<file path="config.mk">
export PLATFORM = sky130hd
export DESIGN_NAME = dfir_tap_mem
export DESIGN_NICKNAME = d
export VERILOG_FILES = /design/src/hdl/dfir_tap_mem.sv
export SDC_FILE = /design/constraint.sdc
export NUM_CORES = 2
export LEC_CHECK = 0
export BUFFER_PORTS_ARGS = -buffer_cell sky130_fd_sc_hd__buf_2
export CAP_MARGIN = 15
export CORE_ASPECT_RATIO = 1.5
export CORE_MARGIN = 2
export CORE_UTILIZATION = 35
export CTS_CLUSTER_DIAMETER = 80
export DETAILED_ROUTE_END_ITERATION = 12
export PLACE_DENSITY = 0.55
export SYNTH_ARGS = -nofsm -noshare
export SYNTH_HDL_FRONTEND = slang
export SYNTH_SLANG_ARGS = --single-unit
</file>
<file path="constraint.sdc">
create_clock -name clk_i -period 2.3 [get_ports clk_i]
set_input_delay 0.23 -clock clk_i [delete_from_list [all_inputs] [get_ports clk_i]]
set_output_delay 0.23 -clock clk_i [all_outputs]
set_load 0.05 [all_outputs]
</file>
<file path="src/hdl/dfir_tap_mem.sv">
// dfir_tap_mem: coefficient store, one write and one registered read port
// entries read as zero until written; no package dependencies
`default_nettype none

module dfir_tap_mem #(
  parameter  int unsigned DEPTH = 128,
  parameter  int unsigned WIDTH = 16,
  localparam int unsigned AW    = $clog2(DEPTH)
) (
  input  logic                    clk_i,
  input  logic                    rst_ni,
  input  logic                    we_i,
  input  logic [AW-1:0]           waddr_i,
  input  logic signed [WIDTH-1:0] wdata_i,
  input  logic [AW-1:0]           raddr_i,
  output logic signed [WIDTH-1:0] rdata_o
);

  logic signed [WIDTH-1:0] mem_q [DEPTH];
  logic signed [WIDTH-1:0] raw_q;
  logic [DEPTH-1:0]        vld_q;
  logic                    rd_vld_q;

  always_ff @(posedge clk_i) begin
    if (we_i) begin
      mem_q[waddr_i] <= wdata_i;
    end
    raw_q <= mem_q[raddr_i];
  end

  // per-entry written flags stand in for the all-zero reset contents
  always_ff @(posedge clk_i or negedge rst_ni) begin
    if (!rst_ni) begin
      vld_q    <= '0;
      rd_vld_q <= 1'b0;
    end else begin
      if (we_i) begin
        vld_q[waddr_i] <= 1'b1;
      end
      rd_vld_q <= vld_q[raddr_i];
    end
  end

  assign rdata_o = rd_vld_q ? raw_q : '0;

endmodule

`default_nettype wire

</file>
### Word-level counts from Yosys, hierarchy flattened

Memories as Yosys holds them, arrays and structs flattened. A register that Yosys moved wholly into a read port is not among the register bits.
Index checks and enable logic that the tools add are counted.

| storage, ports and cells | value |
|---|---|
| input port bits | 33 |
| output and inout bits | 16 |
| memory bits (read-only) | 0 |
| RAM bits | 2,048 |
| flip-flop bits (word level) | 129 |
| memories kept | 1 |
| word-level logic and storage cells | 15 |
| latch bits | 0 |

| operators by class | value |
|---|---|
| equality and inequality tests | 0 |
| divide/modulo/power cells | 0 |
| shifts and indexed selects | 0 |
| muxes and demuxes | 7 |
| bitwise gates (word level) | 1 |
| reduce and logical (&&, ||, !) cells | 1 |
| $mul | 0 |
| add/subtract/negate cells | 0 |
| $lt $le $gt $ge | 3 |

Memory list:

| memory | words | width | read ports | clocked after Yosys merged registers in | write ports | RTL line | source |
|---|---|---|---|---|---|---|---|
| mem_q | 128 | 16 | 1 | 1 | 1 | 19 | `logic signed [WIDTH-1:0] mem_q [DEPTH];` |

Operator list:

| operator | count |
|---|---|
| bitwise OR 128 bit | 1 |
| less-than comparator 7 x 8 -> 1 bit (second input constant) | 2 |
| two-way mux 16 bit | 1 |
| binary-select mux 1 bit (select 7 bit) | 1 |
| demux 1 bit (select 7 bit) | 1 |
| >= comparator 7 x 1 -> 1 bit (second input constant) | 1 |
| two-way mux 1 bit | 4 |
| logical AND 1 bit | 1 |

### Depth between registers and ports, before layout

| depth | value |
|---|---|
| depth after elaboration | 5 |
| depth in mapped cells | 8 |
| mapped depth without buffers | 4 |

### Worst setup path after synthesis

Ideal clock, no wire load.

| timing path | value |
|---|---|
| kind | input-to-reg |
| from | in raddr_i[2] |
| to | reg rd_vld_q |
| buffers on the path | 4 |
| data required time | 2,175 ps |
| path slack | -617 ps |
| data arrival time | 2,792 ps |
| setup time | 125 ps |
| stages on the path | 8 |
| cell sequence | clkbuf_1 clkbuf_1 clkbuf_1 clkbuf_1 mux4_2 mux4_2 mux4_2 mux2_2 |

| between the ends | value |
|---|---|
| word-level cells in the longest chain between the ends | 2 |

RTL lines:

| what | RTL line | source |
|---|---|---|
| start, declared | 15 | `input logic [AW-1:0] raddr_i,` |
| binary-select mux 1 bit (select 7 bit) | 40 | `rd_vld_q <= vld_q[raddr_i];` |
| two-way mux 1 bit (implied by the code) | 40 |  |
| end signal, assigned | 40 |  |
| end, declared | 22 | `logic rd_vld_q;` |

Every way passes these cells. The select of a mux whose other input is x is not followed.
A chain may end at the register's enable or synchronous reset.

==> metrics <==
Post-Layout Cell Count 7,205; clk sink count 2,193; DR WL/cell 31.5 µm; GRT Util Overall 18.7%; YS warnings 0; core area 0.239 mm²; Compound-Gate Fraction of Synth Area 0.582%; Max Cap Violations 0; initial antenna violation count 23; Post-Synth Simple-Gate Area 1.40%; Row Count 220; status finished with violations; failing checks negative setup slack; chip height 603 µm; met1 Track Usage GR 22.8%; vias per cell 5.35; Final ANT Viol Nets 0; net load switching power 0.0178 W; DP Cell Count 6,787; Avg Inst Size Synth 24.4 µm²; Clock Skew 0.0506 ns; arrival time at the worst endpoint 3.27 ns; Synth Area in XOR/XNOR 0%; Max Root-Sink Buffers 4; fin. max-slew vios 0; starting density of the core 35.1%; DPL Wire Length 142,000 µm; RSZ-0062 raised after global routing yes; EDFF count, synth 2,048; crit path launch type register; PwrDens 825 mW/mm²; Synth Area in Adders 0%; htree depth 4; fin crit period 2.54 ns; clk_lat worst skew 0.85 ns; Die X-Extent 404 µm; VDD IR max 0.559 mV; #FFs+latches synth 2,193; CP max stage delay 0.68 ns; Slew HR 34.9%; post-route setup slack -0.238 ns; CP max-delay cell mux4_2; Synth top cells by count edfxtp_1 (2,048), mux4_2 (714), nor2_1 (131); grt ovf 0; power share of the combinational group 6.6%; post-synth top area share 73.4%; Min Hold Slack 0.0562 ns; static leakage 31.7 nW; total power 0.0822 W; ys flop type edfxtp_1; first-pass GRT wire length 321,000 µm; DRT Pass-1 Iters 6; Worst Reg2Reg Path Length in Cells 4; largest net degree at the start of global routing 129; post-synthesis mux area share 19.4%; Min-Delay Path Class input port to asynchronous set/reset pin; pre-CTS setup slack -0.968 ns; I/O Buffers 48; CP max FO 6; die area 0.243 mm²; Req. time, crit path 3.03 ns; Initial DRC Count 3,815; Tcrit/Tclk final 110%; Synth area leader edfxtp_1; crit end category register; Finish-stage setup viols 17; worst slew pin tran 0.977 ns; synthesized area 0.0838 mm²; Internal Pwr Total 0.0644 W; clock share of power 39.4%; I/O pin cnt 49; Worst path most repeated cell mux4_2; layer with the highest usage met2; synth unique cells 22; TritonCTS clock tree yes; CTS root buffer clkbuf_16; Setup CP Type register to register; largest family of logic cells by synthesized area multiplexers; most numerous cell in the Yosys netlist edfxtp_1; M3 GR Usage 2.40%; vias 38,500; total CTS buffers 201; register share of total power 54.0%; Net Sw Frac 21.6%; Synth Net Count 3,466; met2 GRT Util 33.8%; Nets 3,947; DRC 0; crit path cell chain mux4_2 > mux4_2 > mux4_2 > mux2_2; ranking of synthesized cells by area edfxtp_1 (73%), mux4_2 (19%), dfrtp_1 (3.9%); final RePlAce weighted congestion 0.805; Syn Inst Count 3,433; final hold vios 0; Post-Route WL 227,000 µm; Max Freq 394 MHz; Core Util, Final 41.7%; Synth async-reset ratio 5.88%; vias in the first global route 40,600; clock-pin slew on the worst setup and hold paths 0.07 ns; share of cells above drive strength 1 40.5%; Seq/Total Area, Yosys 77.6%; Syn-to-layout area delta 18.8%
-- cell families (layout without fill, tap and decap cells) --
family / count (synthesis) / after routing
other cells: 0 / 31
mux: 731 / 731
flops: 2193 / 2193
buf+inv: 198 / 831
compound gates: 65 / 65
simple gates: 246 / 246
-- final timing paths --
check / from / end / slack, ns
setup / recovery: mem_q[119][9] / raw_q[9] / -0.24
hold / removal: rst_ni / vld_q[62] / 0.06
max in group asynchronous: rst_ni / vld_q[32] / 1.90
setup reg to reg: mem_q[119][9] / raw_q[9] / -0.24
min in group clk_i: waddr_i[2] / mem_q[85][8] / 0.08
hold reg to reg: vld_q[87] / vld_q[87] / 0.46
-- worst max-delay path: cells and delay by family (launching register included) --
family,cells,cell delay [ns]
DFF,1,0.38
muxes,4,2.03
-- metal layers --
metal	wire length, µm	share of wire [%]
met1	85800	38
met2	122000	54
met3	10000	4.4
met4	9190	4.0
met5	69	0.030
-- metrics by stage --
step,setup TNS (ns),area [µm²]
after floorplan,-26.21,84300
after global placement,-14.43,92900
after detailed placement,-14.40,92900
after CTS,-3.20,99500
after global routing,-3.50,99600
final,-3.10,99600
-- registers in the layout (all words and copies together) (netlist names) --
name / count
rd_vld_q: 1
vld_q: 128
raw_q: 16
mem_q: 2048
-- layout by cell type, fill, tap and decap left out, drive strengths merged --
master / Yosys / final
and2: 16 / 16
buf: 79 / 440
bufinv: 0 / 11
clkbuf: 114 / 267
clkinv: 0 / 72
clkinvlp: 0 / 6
dfrtp: 129 / 129
dfxtp: 16 / 16
diode: 0 / 31
dlygate4sd3: 0 / 27
edfxtp: 2048 / 2048
inv: 5 / 8
mux2: 17 / 17
mux4: 714 / 714
nand2: 13 / 13
nand3: 9 / 9
nand3b: 4 / 4
nand4: 3 / 3
nor2: 131 / 131
nor2b: 4 / 4
o21bai: 65 / 65
or2: 63 / 63
or3: 1 / 1
or3b: 2 / 2
-- power groups by stage --
stage	sequential [W]	combinational (W)	clock [W]
6_report	0.0444	0.00543	0.0324
5_1_grt	0.0444	0.00569	0.0344
4_1_cts	0.0444	0.00554	0.0331
3_5_place_dp	0.0452	0.00544	0
3_3_place_gp	0.0452	0.00538	0
2_1_floorplan	0.0451	0.00281	0
-- layout make-up --
type | count | area [µm²]
Antenna cell | 31 | 77.6
Clock buffer | 263 | 5480
Clock inverter | 92 | 727
Fill cell | 20200 | 139000
Inverter | 5 | 18.8
Multi-Input combinational cell | 1042 | 18300
Sequential cell | 2193 | 65100
Tap cell | 3108 | 3890
Timing Repair Buffer | 471 | 6090
-- what timing repair did --
action                     4_1_cts  5_1_grt
gates resized for setup          9        7
setup endpoints to repair       33       53
pin swaps                        0        0
hold endpoints to repair       799        0
buffers inserted                 4        0
hold buffers                    28        0
(Power assumes the default switching activity.)
