`config.mk`:
```
export PLATFORM = sky130hd
export DESIGN_NAME = dfir_cell
export DESIGN_NICKNAME = d
export VERILOG_FILES = /design/src/hdl/dfir_pkg.sv /design/src/hdl/dfir_cell.sv
export SDC_FILE = /design/constraint.sdc
export NUM_CORES = 1
export LEC_CHECK = 0
export BUFFER_PORTS_ARGS = -buffer_cell sky130_fd_sc_hd__buf_2
export CORE_ASPECT_RATIO = 1.2
export CORE_UTILIZATION = 38
export DETAILED_ROUTE_END_ITERATION = 6
export GPL_ROUTABILITY_DRIVEN = 0
export PLACE_DENSITY = 0.66
export SYNTH_ARGS = -nofsm -noshare
export SYNTH_HDL_FRONTEND = slang
export SYNTH_SLANG_ARGS = --single-unit
```
`constraint.sdc`:
```
create_clock -name clk_i -period 2 [get_ports clk_i]
set_input_delay 0.1 -clock clk_i [delete_from_list [all_inputs] [get_ports clk_i]]
set_output_delay 0.1 -clock clk_i [all_outputs]
set_load 0.05 [all_outputs]
```
`src/hdl/dfir_pkg.sv`:
```
// dfir_pkg: shared types and constants for the decimating fir filter
// register indexes, field widths, default sizes and control bundles
// no dependencies
`default_nettype none

package dfir_pkg;

  // default sizes handed to the top level parameters
  localparam int unsigned DEF_MAX_TAPS     = 128;
  localparam int unsigned DEF_SAMPLE_WIDTH = 16;
  localparam int unsigned DEF_COEF_WIDTH   = 16;

  // fixed field and register widths
  localparam int unsigned TAP_IDX_W  = 7;
  localparam int unsigned DECIM_W    = 9;
  localparam int unsigned TAPS_W     = 8;
  localparam int unsigned PHASE_W    = 8;
  localparam int unsigned CFG_IDX_W  = 2;
  localparam int unsigned CFG_DATA_W = 9;
  localparam int unsigned MAX_DECIM  = 256;

  // configuration register indexes
  typedef enum logic [CFG_IDX_W-1:0] {
    CFG_DECIM = 2'd0,
    CFG_TAPS  = 2'd1,
    CFG_CPLX  = 2'd2
  } cfg_reg_e;

  // item kind carried on tuser
  typedef enum logic {
    OP_SAMPLE = 1'b0,
    OP_TAP    = 1'b1
  } op_e;

  // controls broadcast to every history cell
  typedef struct packed {
    logic shift;  // new sample enters the history chain
    logic load;   // window copy takes the shifted history
    logic step;   // window moves one cell toward the head
  } cell_ctl_t;

  // per-tap controls into the multiply-accumulate unit
  typedef struct packed {
    logic valid;
    logic first;
    logic last;
  } mac_ctl_t;

endpackage

`default_nettype wire

```
`src/hdl/dfir_cell.sv`:
```
// dfir_cell: one history cell holding an i/q sample and its window copy
// depends on dfir_pkg (cell_ctl_t)
`default_nettype none

module dfir_cell #(
  parameter int unsigned SAMPLE_WIDTH = dfir_pkg::DEF_SAMPLE_WIDTH
) (
  input  logic                           clk_i,
  input  dfir_pkg::cell_ctl_t            ctl_i,
  input  logic signed [SAMPLE_WIDTH-1:0] hist_in_i_i,  // from the newer neighbor
  input  logic signed [SAMPLE_WIDTH-1:0] hist_in_q_i,
  input  logic signed [SAMPLE_WIDTH-1:0] win_in_i_i,   // from the older neighbor
  input  logic signed [SAMPLE_WIDTH-1:0] win_in_q_i,
  output logic signed [SAMPLE_WIDTH-1:0] hist_i_o,
  output logic signed [SAMPLE_WIDTH-1:0] hist_q_o,
  output logic signed [SAMPLE_WIDTH-1:0] win_i_o,
  output logic signed [SAMPLE_WIDTH-1:0] win_q_o
);

  logic signed [SAMPLE_WIDTH-1:0] hist_i_q, hist_i_d;
  logic signed [SAMPLE_WIDTH-1:0] hist_q_q, hist_q_d;
  logic signed [SAMPLE_WIDTH-1:0] win_i_q, win_i_d;
  logic signed [SAMPLE_WIDTH-1:0] win_q_q, win_q_d;

  always_comb begin
    hist_i_d = hist_i_q;
    hist_q_d = hist_q_q;
    win_i_d  = win_i_q;
    win_q_d  = win_q_q;
    if (ctl_i.shift) begin
      hist_i_d = hist_in_i_i;
      hist_q_d = hist_in_q_i;
    end
    if (ctl_i.load) begin
      win_i_d = hist_in_i_i;
      win_q_d = hist_in_q_i;
    end else if (ctl_i.step) begin
      win_i_d = win_in_i_i;
      win_q_d = win_in_q_i;
    end
  end

  always_ff @(posedge clk_i) begin
    hist_i_q <= hist_i_d;
    hist_q_q <= hist_q_d;
    win_i_q  <= win_i_d;
    win_q_q  <= win_q_d;
  end

  assign hist_i_o = hist_i_q;
  assign hist_q_o = hist_q_q;
  assign win_i_o  = win_i_q;
  assign win_q_o  = win_q_q;

endmodule

`default_nettype wire

```
# After elaboration in Yosys (flattened, before gate mapping)
# Index checks and enable logic that the tools add are counted.
[classes] n_mux=4 n_reduce_logical=1
[ops] op="$mux 16" n=4
[ops] op="$reduce_bool 2->1" n=1
[word_totals] regBits=64 inputBits=68 out_inout_bits=64 elab_cells=9

# Depth between registers and ports, before layout
[depth] word_depth=2 ltp_mapped=3

# Least setup slack after synthesis
# No wires, ideal clock.
[synth_timing] kind="input-to-reg" start="in ctl_i[1] in the netlist's numbering" end="reg win_i_q[0], in the netlist win_i_o[0] (enable)" setup_time_ns=0.390 t_arrival_ns=1.122 required_time_ns=1.610 setup_slack_ns=0.487 stages=3 n_path_buf=2 path_cell_list="buf_6 buf_12 or2_1"
[synth_via] elab_chain_cells=1
[synth_rtl] element="start: declaration" line="dfir_cell.sv:9" source="input dfir_pkg::cell_ctl_t ctl_i,"
[synth_rtl] element="$reduce_bool 2->1 (no line)"
[synth_rtl] element="end signal: assignment" line="dfir_cell.sv:46" source="win_i_q <= win_i_d;"
[synth_rtl] element="end: declaration" line="dfir_cell.sv:22" source="logic signed [SAMPLE_WIDTH-1:0] win_i_q, win_i_d;"
# Every way passes these cells.
# A chain may end at the register's enable or synchronous reset.

# Worst setup path in the final report
[layout_timing] start="reg hist_q_q[11], in the netlist hist_q_o[11]" end="out hist_q_o[11]"
[layout_rtl] element="start: declaration" line="dfir_cell.sv:21" source="logic signed [SAMPLE_WIDTH-1:0] hist_q_q, hist_q_d;"
[layout_rtl] element="start signal: assignment" line="dfir_cell.sv:45" source="hist_q_q <= hist_q_d;"
[layout_rtl] element="end: declaration" line="dfir_cell.sv:15" source="output logic signed [SAMPLE_WIDTH-1:0] hist_q_o,"
# No word-level cell between the ends.

==> results list <==
* Effective utilization at floorplan: approximately 40%
- Family with the most delay on the worst path: flip-flops
- CTS tree: done
- In this run the most critical hold path is launched from win_in_i_i[12].
* DR vias/cell: roughly 4.5
- The routed design could run at a clock period as short as roughly 1100 ps.
- Setup violations remaining at the end of the flow were counted as 0.
- The first global-routing pass estimated roughly 8600 um of wire.
- Post-route fraction of the period consumed by the critical path: between 50% and 60%
- For this run the aggregate overflow at the end of global routing stands at 0.
- The detailed router put a total of just over 2000 um of wire on met1.
- Post-Place Cells: about 310
- Counting flops and latches in the post-synthesis netlist gives 64.
- Setup Slack @ Placement: approximately 850 ps
- Max IR drop VDD: between 0.4 and 0.5 mV
- Together, buffers and inverters on the worst path number 1.
- The initialized floorplan defines 31 standard-cell rows.
- Total negative slack: 0 ps
- Total routed wirelength: between 5000 and 6000 um
- Pin placement for this block handled around 130 I/O pins.
- Counting every net in the synthesized netlist gives about 170.
- After synthesis, the largest family of logic cells by area is multiplexers.
- Area delta synth->final: 49.2%
- In the final layout, the share of cells above drive strength 1 is roughly 64%.
- Pwr Total: ~3.5 mW
- Largest net degree at the start of global routing: 33
* Number of antenna violations at the first check in global routing: 0
* Number of diodes added for antenna fixing: 0
- RSZ-0062 raised after global routing: false
* Required time of the critical path: 1900 ps
- The detailed router finished its first iteration with between 60 and 70 violations.
* Die Outline Area: 6820 um2
- The number of global-route vias before repair is approximately 1800.
- Hold slack: roughly 64 ps
* Wire length on met3: between 400 and 500 um
- The net count of the finished layout is around 340.
* Fill count: roughly 500
* Final hold violation count: 0
- The synthesized netlist devotes 0% of its cell area to adder and majority cells.
- Vias after detailed routing: 1613
- Clock buffer count from CTS: 9
- Unique masters post-synth: 6
- Routed length per instance: about 16 um
* Static leakage power: around 1.6 nW
- Max-slew violation total from the final report: 0
- First element of the critical path: hist_q_o[11]$_DFFE_PP_
- Filler-free cell count of the finished design: between 300 and 400
- Biggest cell delay along the critical path: between 300 and 400 ps
- Synthesis Warnings: 0
- Multiplexer cells account for around a fifth of the synthesized area.
* Final routed DRC violation total: 0
- First-pass DRT Iterations: 4
- CTS placed an instance of clkbuf_8 at the clock tree root.
- Standard cell with the maximum stage delay on the critical path: edfxtp_1
* Number of nets still failing antenna checks after routing: 0
- Setup CP Type: reg2out
- Across the whole layout, storage elements account for ~1900 um2.
* Rel. slew slack: a little under half
* Met2 routed WL: 3130 um
- Of the total synthesized cell area, the portion taken by XOR and XNOR cells is 0%.
- The die is between 90 and 100 um tall.
- After synthesis, the mean cell area works out to around 24 um2.
* Compound-gate portion of the synthesized area: 0%
- Summing the areas of all and, or, nand and nor instances in the mapped netlist gives 0.253% of the synthesized area.
- Hold crit path type: in2reg
* Power per Cell Area: between 900 and 1000 nW/um2
- Of all nets on the critical path, the largest fanout is 1.
- Of the synthesized area, sequential elements account for 77.9%.
- Across every metal layer, demand over resource in global routing totals between 10% and 20%.
- Buffers placed on the I/O ports in this run total between 100 and 150.
* HPWL Detailed: 3800 um
- The worst setup path is launched from a flop.
* Transition time at the pin with the least slew margin: about 790 ps
- Timing would allow up to approximately 950 MHz.
- Mapped Cells: slightly above 100
- In this run the deepest clock path goes through 2 buffers.
- Final worst-path setup slack: roughly 950 ps
* Top routing layer in use: met4
- Status: complete, no violations
- Maximum level of the CTS H-tree: 3
* Cell area after technology mapping: about 2500 um2
* Count of max-cap constraint violations: 0
- Cell-by-cell trace of the critical path: buf_2
* Die Wd: ~76 um
- STA puts the critical path data arrival time at around 950 ps.
- Clock-pin transition on the worst setup and hold timing paths: about 70 ps
* Area of the multi-input gates: between 400 and 500 um2
- Clock tree synthesis found a total of 64 sinks.
- Critical path capture point type: primary output
* Total core area: between 6000 and 7000 um2
final cells by class:
class / count / area share [%]
Sequential cell: 64 / 52.2
Timing Repair Buffer: 167 / 27.3
Multi-Input combinational cell: 33 / 12.9
Clock buffer: 10 / 3.46
Tap cell: 82 / 2.79
Clock inverter: 6 / 1.36
repair_timing:
| item | in CTS | in global routing |
|---|---|---|
| setup buffers | 0 | 0 |
| endpoints found under the setup margin | 0 | 0 |
| hold endpoints to repair | 32 | 0 |
| hold buffers | 32 | 0 |
| resized for setup | 0 | 0 |
metrics by stage:
stage / utilization, % / area, um2
floorplan: - / 2470
global placement: 51.7 / 3190
detailed placement: 51.7 / 3190
CTS: 59.7 / 3680
global route: 59.7 / 3680
finish: 59.7 / 3680
cell usage after synthesis:
master,count,area [um2]
mux2_2,3,33.8
mux2_4,29,435
edfxtp_1,64,1920
or2_1,1,6.26
buf_12,3,60.1
buf_6,1,11.3
power by group:
group	internal, mW	switching [mW]	leakage [nW]
registers	1.62	0.0307	0.639
logic	0.246	0.583	0.919
clock network	0.557	0.467	0.0902
total	2.42	1.08	1.65
cell families after synthesis:
group | Yosys count
AND/OR/NAND/NOR | 1
buffers and inverters | 4
multiplexers | 32
flip-flops | 64
worst paths after layout:
| kind | to | slack (ps) | cells past startpoint |
|---|---|---|---|
| setup / recovery | hist_q_o[11] | 950 | 1 |
| hold / removal | win_i_o[12]$_DFFE_PP_ | 60 | 2 |
sequential cells by signal (all words and copies together) (netlist names):
register / cells
win_i_o: 16
hist_q_o: 16
hist_i_o: 16
win_q_o: 16
per-layer routing:
metal	up-vias	track usage [%]
li1	748	-
met1	767	17.8
met2	85	30.9
met3	13	8.82
met4	0	8.02
met5	-	0
cells in the final DEF (no fill, tap or decap):
cell | synthesis | final
mux2_4 | 29 | 29
clkbuf_1 | 0 | 1
or2_1 | 1 | 1
clkbuf_8 | 0 | 9
bufinv_16 | 0 | 1
dlygate4sd3_1 | 0 | 32
buf_2 | 0 | 131
edfxtp_1 | 64 | 64
clkinv_1 | 0 | 4
clkinv_2 | 0 | 1
mux2_2 | 3 | 3
buf_4 | 0 | 4
No activity file was read; power rests on OpenSTA's default activity.
