File: config.mk
export PLATFORM = sky130hd
export DESIGN_NAME = dfir_mac
export DESIGN_NICKNAME = d
export VERILOG_FILES = /design/src/hdl/dfir_pkg.sv /design/src/hdl/dfir_mac.sv
export SDC_FILE = /design/constraint.sdc
export NUM_CORES = 2
export LEC_CHECK = 0
export BUFFER_PORTS_ARGS = -buffer_cell sky130_fd_sc_hd__clkbuf_2
export CAP_MARGIN = 20
export CORE_UTILIZATION = 35
export DETAILED_ROUTE_END_ITERATION = 8
export SYNTH_ARGS = -nofsm -noshare
export SYNTH_HDL_FRONTEND = slang
export SYNTH_SLANG_ARGS = --single-unit
File: constraint.sdc
create_clock -name clk_i -period 10.3 [get_ports clk_i]
set_input_delay 2.575 -clock clk_i [delete_from_list [all_inputs] [get_ports clk_i]]
set_output_delay 2.575 -clock clk_i [all_outputs]
set_load 0.01 [all_outputs]
File: src/hdl/dfir_pkg.sv
// dfir_pkg: shared types and constants for the decimating fir filter
// register indexes, field widths, default sizes and control bundles
// no dependencies
`default_nettype none

package dfir_pkg;

  // default sizes handed to the top level parameters
  localparam int unsigned DEF_MAX_TAPS     = 128;
  localparam int unsigned DEF_SAMPLE_WIDTH = 16;
  localparam int unsigned DEF_COEF_WIDTH   = 16;

  // fixed field and register widths
  localparam int unsigned TAP_IDX_W  = 7;
  localparam int unsigned DECIM_W    = 9;
  localparam int unsigned TAPS_W     = 8;
  localparam int unsigned PHASE_W    = 8;
  localparam int unsigned CFG_IDX_W  = 2;
  localparam int unsigned CFG_DATA_W = 9;
  localparam int unsigned MAX_DECIM  = 256;

  // configuration register indexes
  typedef enum logic [CFG_IDX_W-1:0] {
    CFG_DECIM = 2'd0,
    CFG_TAPS  = 2'd1,
    CFG_CPLX  = 2'd2
  } cfg_reg_e;

  // item kind carried on tuser
  typedef enum logic {
    OP_SAMPLE = 1'b0,
    OP_TAP    = 1'b1
  } op_e;

  // controls broadcast to every history cell
  typedef struct packed {
    logic shift;  // new sample enters the history chain
    logic load;   // window copy takes the shifted history
    logic step;   // window moves one cell toward the head
  } cell_ctl_t;

  // per-tap controls into the multiply-accumulate unit
  typedef struct packed {
    logic valid;
    logic first;
    logic last;
  } mac_ctl_t;

endpackage

`default_nettype wire

File: src/hdl/dfir_mac.sv
// dfir_mac: shared multiply-accumulate for the i and q rails
// one tap per cycle, registered product, running sum; depends on dfir_pkg
`default_nettype none

module dfir_mac #(
  parameter int unsigned SAMPLE_WIDTH = dfir_pkg::DEF_SAMPLE_WIDTH,
  parameter int unsigned COEF_WIDTH   = dfir_pkg::DEF_COEF_WIDTH,
  parameter int unsigned ACC_W        = 39
) (
  input  logic                           clk_i,
  input  logic                           rst_ni,
  input  dfir_pkg::mac_ctl_t             ctl_i,
  input  logic signed [SAMPLE_WIDTH-1:0] smp_i_i,
  input  logic signed [SAMPLE_WIDTH-1:0] smp_q_i,
  input  logic signed [COEF_WIDTH-1:0]   tap_i,     // arrives in the cycle after ctl_i
  output logic signed [ACC_W-1:0]        acc_i_o,
  output logic signed [ACC_W-1:0]        acc_q_o,
  output logic                           done_o,
  output logic                           busy_o
);

  localparam int unsigned PROD_W = SAMPLE_WIDTH + COEF_WIDTH;

  dfir_pkg::mac_ctl_t ctl1_q, ctl2_q;
  logic                           done_q;
  logic signed [SAMPLE_WIDTH-1:0] smp1_i_q, smp1_q_q;
  logic signed [PROD_W-1:0]       prod_i_d, prod_q_d;
  logic signed [PROD_W-1:0]       prod_i_q, prod_q_q;
  logic signed [ACC_W-1:0]        acc_i_d, acc_q_d;
  logic signed [ACC_W-1:0]        acc_i_q, acc_q_q;

  assign prod_i_d = tap_i * smp1_i_q;
  assign prod_q_d = tap_i * smp1_q_q;

  always_comb begin
    acc_i_d = acc_i_q;
    acc_q_d = acc_q_q;
    if (ctl2_q.valid) begin
      if (ctl2_q.first) begin
        acc_i_d = ACC_W'(prod_i_q);
        acc_q_d = ACC_W'(prod_q_q);
      end else begin
        acc_i_d = acc_i_q + ACC_W'(prod_i_q);
        acc_q_d = acc_q_q + ACC_W'(prod_q_q);
      end
    end
  end

  always_ff @(posedge clk_i or negedge rst_ni) begin
    if (!rst_ni) begin
      ctl1_q <= '0;
      ctl2_q <= '0;
      done_q <= 1'b0;
    end else begin
      ctl1_q <= ctl_i;
      ctl2_q <= ctl1_q;
      done_q <= ctl2_q.valid & ctl2_q.last;
    end
  end

  always_ff @(posedge clk_i) begin
    smp1_i_q <= smp_i_i;
    smp1_q_q <= smp_q_i;
    prod_i_q <= prod_i_d;
    prod_q_q <= prod_q_d;
    acc_i_q  <= acc_i_d;
    acc_q_q  <= acc_q_d;
  end

  assign acc_i_o = acc_i_q;
  assign acc_q_o = acc_q_q;
  assign done_o  = done_q;
  assign busy_o  = ctl1_q.valid | ctl2_q.valid | done_q;

endmodule

`default_nettype wire

After elaboration in Yosys (flattened, before gate mapping) --
Cells that the tools add are included.
Operators by class: add/subtract/negate cells 2, $mul 2, mux-type cells 2, bitwise gates (word level) 3
Operators with widths (number):
- adder 39 x 32 -> 39 bit | 2
- 2-to-1 mux 39 bit | 2
- multiplier 16 x 16 -> 32 bit | 2
- OR 1 bit | 2
- bitwise AND 1 bit | 1
Storage, ports and cells: flip-flop bits (word level) 181, output and inout port bits 80

Depth between registers and ports, before layout --
depth in word-level cells 2, mapped depth 24

Least setup slack after synthesis --
Ideal clock, no wire load.
path kind in2reg, start point input port tap_i[15], end point register prod_q_q[31], library setup time 0.072 ns, arrival 8.153 ns, required time 10.228 ns, slack 2.074 ns, stages 21, buffers on the path 1, path through clkbuf_1 nand2_1 inv_1 fa_1 fa_1 fa_1 fa_1 fa_1 inv_1 fa_1 inv_1 ha_1 a21oi_1 o21ai_0 a21o_1 a21o_1 a21oi_1 a31oi_1 a211o_1 a21oi_1 xnor2_1
On the way: word-level cells in the longest chain between the ends 1
Ends and longest elaborated chain:
- start, declared | line dfir_mac.sv:15 | input logic signed [COEF_WIDTH-1:0] tap_i,
- multiplier 16 x 16 -> 32 bit | line dfir_mac.sv:33 | assign prod_q_d = tap_i * smp1_q_q;
- via prod_q_d[31] | line dfir_mac.sv:27 | logic signed [PROD_W-1:0] prod_i_d, prod_q_d;
- end signal, assigned | line dfir_mac.sv:65 | prod_q_q <= prod_q_d;
- end, declared | line dfir_mac.sv:28 | logic signed [PROD_W-1:0] prod_i_q, prod_q_q;
The timed path passes the listed nets, and every way through them passes these cells. A chain may end at the register's enable or synchronous reset.

Worst setup path after layout --
start point input port tap_i[8], end point register prod_i_q[31]
On the way: word-level cells in the longest chain between the ends 1
Ends and longest elaborated chain:
- multiplier 16 x 16 -> 32 bit | line dfir_mac.sv:32 | assign prod_i_d = tap_i * smp1_i_q;
- via prod_i_d[31] | line dfir_mac.sv:27
- end signal, assigned | line dfir_mac.sv:64 | prod_i_q <= prod_i_d;
- end, declared | line dfir_mac.sv:28
The timed path passes the listed nets, and every way through them passes these cells.

==> impl_metrics.json <==
{
  "run_status": "complete, but fails checks",
  "violations": "DRC",
  "syn-num-nets": 3859,
  "design.die.area_mm2": 0.0832,
  "grt_pass1_wl_mm": 108,
  "syn2layout_area_growth_pct": 7.90,
  "rows": 104,
  "cts_hold_buffers": 0,
  "rsz0062_at_grt": "false",
  "syn-instance-count": 3040,
  "cts_setup_buffers": 0,
  "period_needed_ns": 8.57,
  "setup-tns-final_ns": 0,
  "finalWirelength_mm": 62.7,
  "required_ns": 10.69,
  "synth_enable_flop_cells": 78,
  "layout_setup_ws_ns": 1.73,
  "synth_most_common_cell": "inv_1",
  "grt_overflow": 0,
  "cts_tree": "yes",
  "die_h_um": 288,
  "syn_area_mm2": 0.0287,
  "synthArstFlopShare_pct": 3.87,
  "htreeDepth": 4,
  "holdWs_ns": 0.356,
  "maxCapViolCount": 0,
  "fp.dieW_um": 288,
  "ant_nets": 0,
  "coreArea_mm2": 0.0808,
  "antenna_cells": 0,
  "ys_types": 80,
  "critPathArrivalTime_ns": 8.96,
  "seq_area_frac_synth_pct": 15.5,
  "yosys_warnings": 0,
  "drc": 10,
  "final_max_slew_viol_count": 0,
  "portBuffers": 132,
  "drive_gt1_share_pct": 6.81,
  "grt.total_usage_pct": 16.2,
  "ys_ff_latch": 181,
  "worstSetupStartpointType": "input pin",
  "fin_crit_sh_pct": 83.2,
  "cts.sinks": 181,
  "max_freq_mhz": 117,
  "crit_path_max_fanout": 32,
  "synth.area.top_cells": "fa_1 (37%), ha_1 (10%), edfxtp_1 (8.2%)",
  "fin_skew_ns": 0.0247,
  "grt_max_degree": 81,
  "netlist_top_cells_count": "inv_1 (607), fa_1 (526), nand2_1 (342)",
  "num_vias": 20300,
  "cp-end-kind": "register",
  "avgSynthCellArea_um2": 9.45,
  "yosysTopAreaCell": "fa_1",
  "synth_top_area_share_pct": 36.7,
  "hp-class": "reg2reg",
  "ios": 133,
  "initial_core_util_pct": 35.5,
  "cts_buffers": 17,
  "pre_cts_ws_ns": 1.23,
  "place_hpwl_mm": 50.1,
  "finalNonFillerCells": 4171,
  "worstMarginPinSlew_ns": 0.930,
  "first_iter_violations": 808,
  "nFillCells": 8155,
  "gp_congestion": 0.823,
  "synth_ff_type": "dfxtp_1",
  "place_inst": 4139,
  "setup_viol": 0,
  "wl_per_cell_um": 15.0,
  "grt_pass1_vias": 21200,
  "slew_headroom_pct": 37.9,
  "cts-resized-gates": 0,
  "antenna_found_initial": 2,
  "clk_pin_slew_ns": 0.08,
  "setup.worst_path.class": "in2reg",
  "vias_per_cell": 4.86,
  "clkLatencyLatePin_ns": 0.53,
  "nets": 3917,
  "finalHoldViolations": 0,
  "cts-root-buf": "clkbuf_16",
  "clockBufferDepth": 2,
  "dr.pass1.iters": 7
}
[flip-flops by register name, summed over array words and instances (netlist names)]
signal	cells
acc_i_o	39
acc_q_o	39
prod_i_q	32
prod_q_q	32
smp1_i_q	16
smp1_q_q	16
ctl1_q	3
ctl2_q	3
done_o	1
[path summary, 6_finish.rpt]
| path | start | end | slack (ns) | depth (start not counted) |
|---|---|---|---|---|
| setup / recovery | tap_i[8] | prod_i_q[31]$_DFF_P_ | 1.73 | 22 |
| hold / removal | ctl1_q[0]$_DFF_PN0_ | ctl2_q[0]$_DFF_PN0_ | 0.36 | 0 |
| setup reg to reg | smp1_i_q[7]$_DFF_P_ | prod_i_q[31]$_DFF_P_ | 3.47 | 22 |
| hold reg to reg | ctl1_q[0]$_DFF_PN0_ | ctl2_q[0]$_DFF_PN0_ | 0.36 | 0 |
| max in group asynchronous | rst_ni | ctl2_q[2]$_DFF_PN0_ | 8.25 | 1 |
| min in group asynchronous | rst_ni | ctl2_q[1]$_DFF_PN0_ | 1.88 | 1 |
[layout by cell type (no fill, tap or decap), types with 5 or more instances in the layout]
cell type,instances
a21o_1,45
nand4_1,6
edfxtp_1,78
o21ai_0,100
xnor2_1,87
nor4b_1,9
clkbuf_2,132
o21ai_1,15
o21a_1,18
xor2_1,39
inv_1,607
nor2_1,73
nor3b_1,12
a21oi_1,108
nand2_1,342
dfxtp_1,96
clkbuf_16,17
o31ai_1,19
nor4_1,5
dfrtp_1,5
and2_1,253
fa_1,526
nor3_1,26
buf_4,11
nor2b_1,12
nand3_1,33
and3_1,15
nand2b_1,19
a211oi_1,12
a21boi_0,5
o211ai_1,7
a31oi_1,11
o21bai_1,19
ha_1,240
[per-layer routing]
| metal | wire length, µm | global-route usage, % |
|---|---|---|
| met1 | 29700 | 22.7 |
| met2 | 29700 | 26.2 |
| met3 | 2580 | 2.52 |
| met4 | 699 | 3.68 |
| met5 | 12 | 0 |
[cell type report]
class | count | area (µm²) | share of cell area (%)
Clock buffer | 17 | 425 | 1.37
Clock inverter | 15 | 159 | 0.513
Inverter | 607 | 2280 | 7.35
Multi-Input combinational cell | 2148 | 21600 | 69.7
Sequential cell | 181 | 4450 | 14.4
Tap cell | 1060 | 1330 | 4.28
Timing Repair Buffer | 143 | 743 | 2.40
[through the flow]
| stage | area (µm²) | util, % |
|---|---|---|
| 2_1_floorplan | 28700 | - |
| 4_1_cts | 31000 | 38.3 |
| 3_3_place_gp | 30400 | 37.6 |
| 3_5_place_dp | 30400 | 37.6 |
| 5_1_grt | 31000 | 38.3 |
| 6_report | 31000 | 38.3 |
[critical path, stage by stage]
cell and delay, ns:
clkbuf_2 0.48, and2_1 0.39, fa_1 0.50, inv_1 0.05
fa_1 0.46, fa_1 0.53, inv_1 0.06, fa_1 0.48
fa_1 0.49, inv_1 0.05, fa_1 0.47, inv_1 0.04
ha_1 0.36, nand3_1 0.15, a311oi_1 0.51, nor3_1 0.11
a211o_1 0.38, o211ai_1 0.29, nand2_1 0.14, o2111ai_1 0.22
a21oi_1 0.10, xnor2_1 0.12
[logic make-up (layout without fill, tap and decap cells)]
group | after synthesis | in the layout | share of synthesized area, %
mux | 7 | 7 | 0.257
xor+xnor | 126 | 126 | 3.84
compound gates | 424 | 424 | 9.68
simple gates | 825 | 825 | 14.3
buf+inv | 711 | 782 | 9.30
fa+ha+maj | 766 | 766 | 47.1
flops | 181 | 181 | 15.5
Power is not shown: default switching activity piles up to over one toggle a cycle in this logic, so the estimate is an artifact.
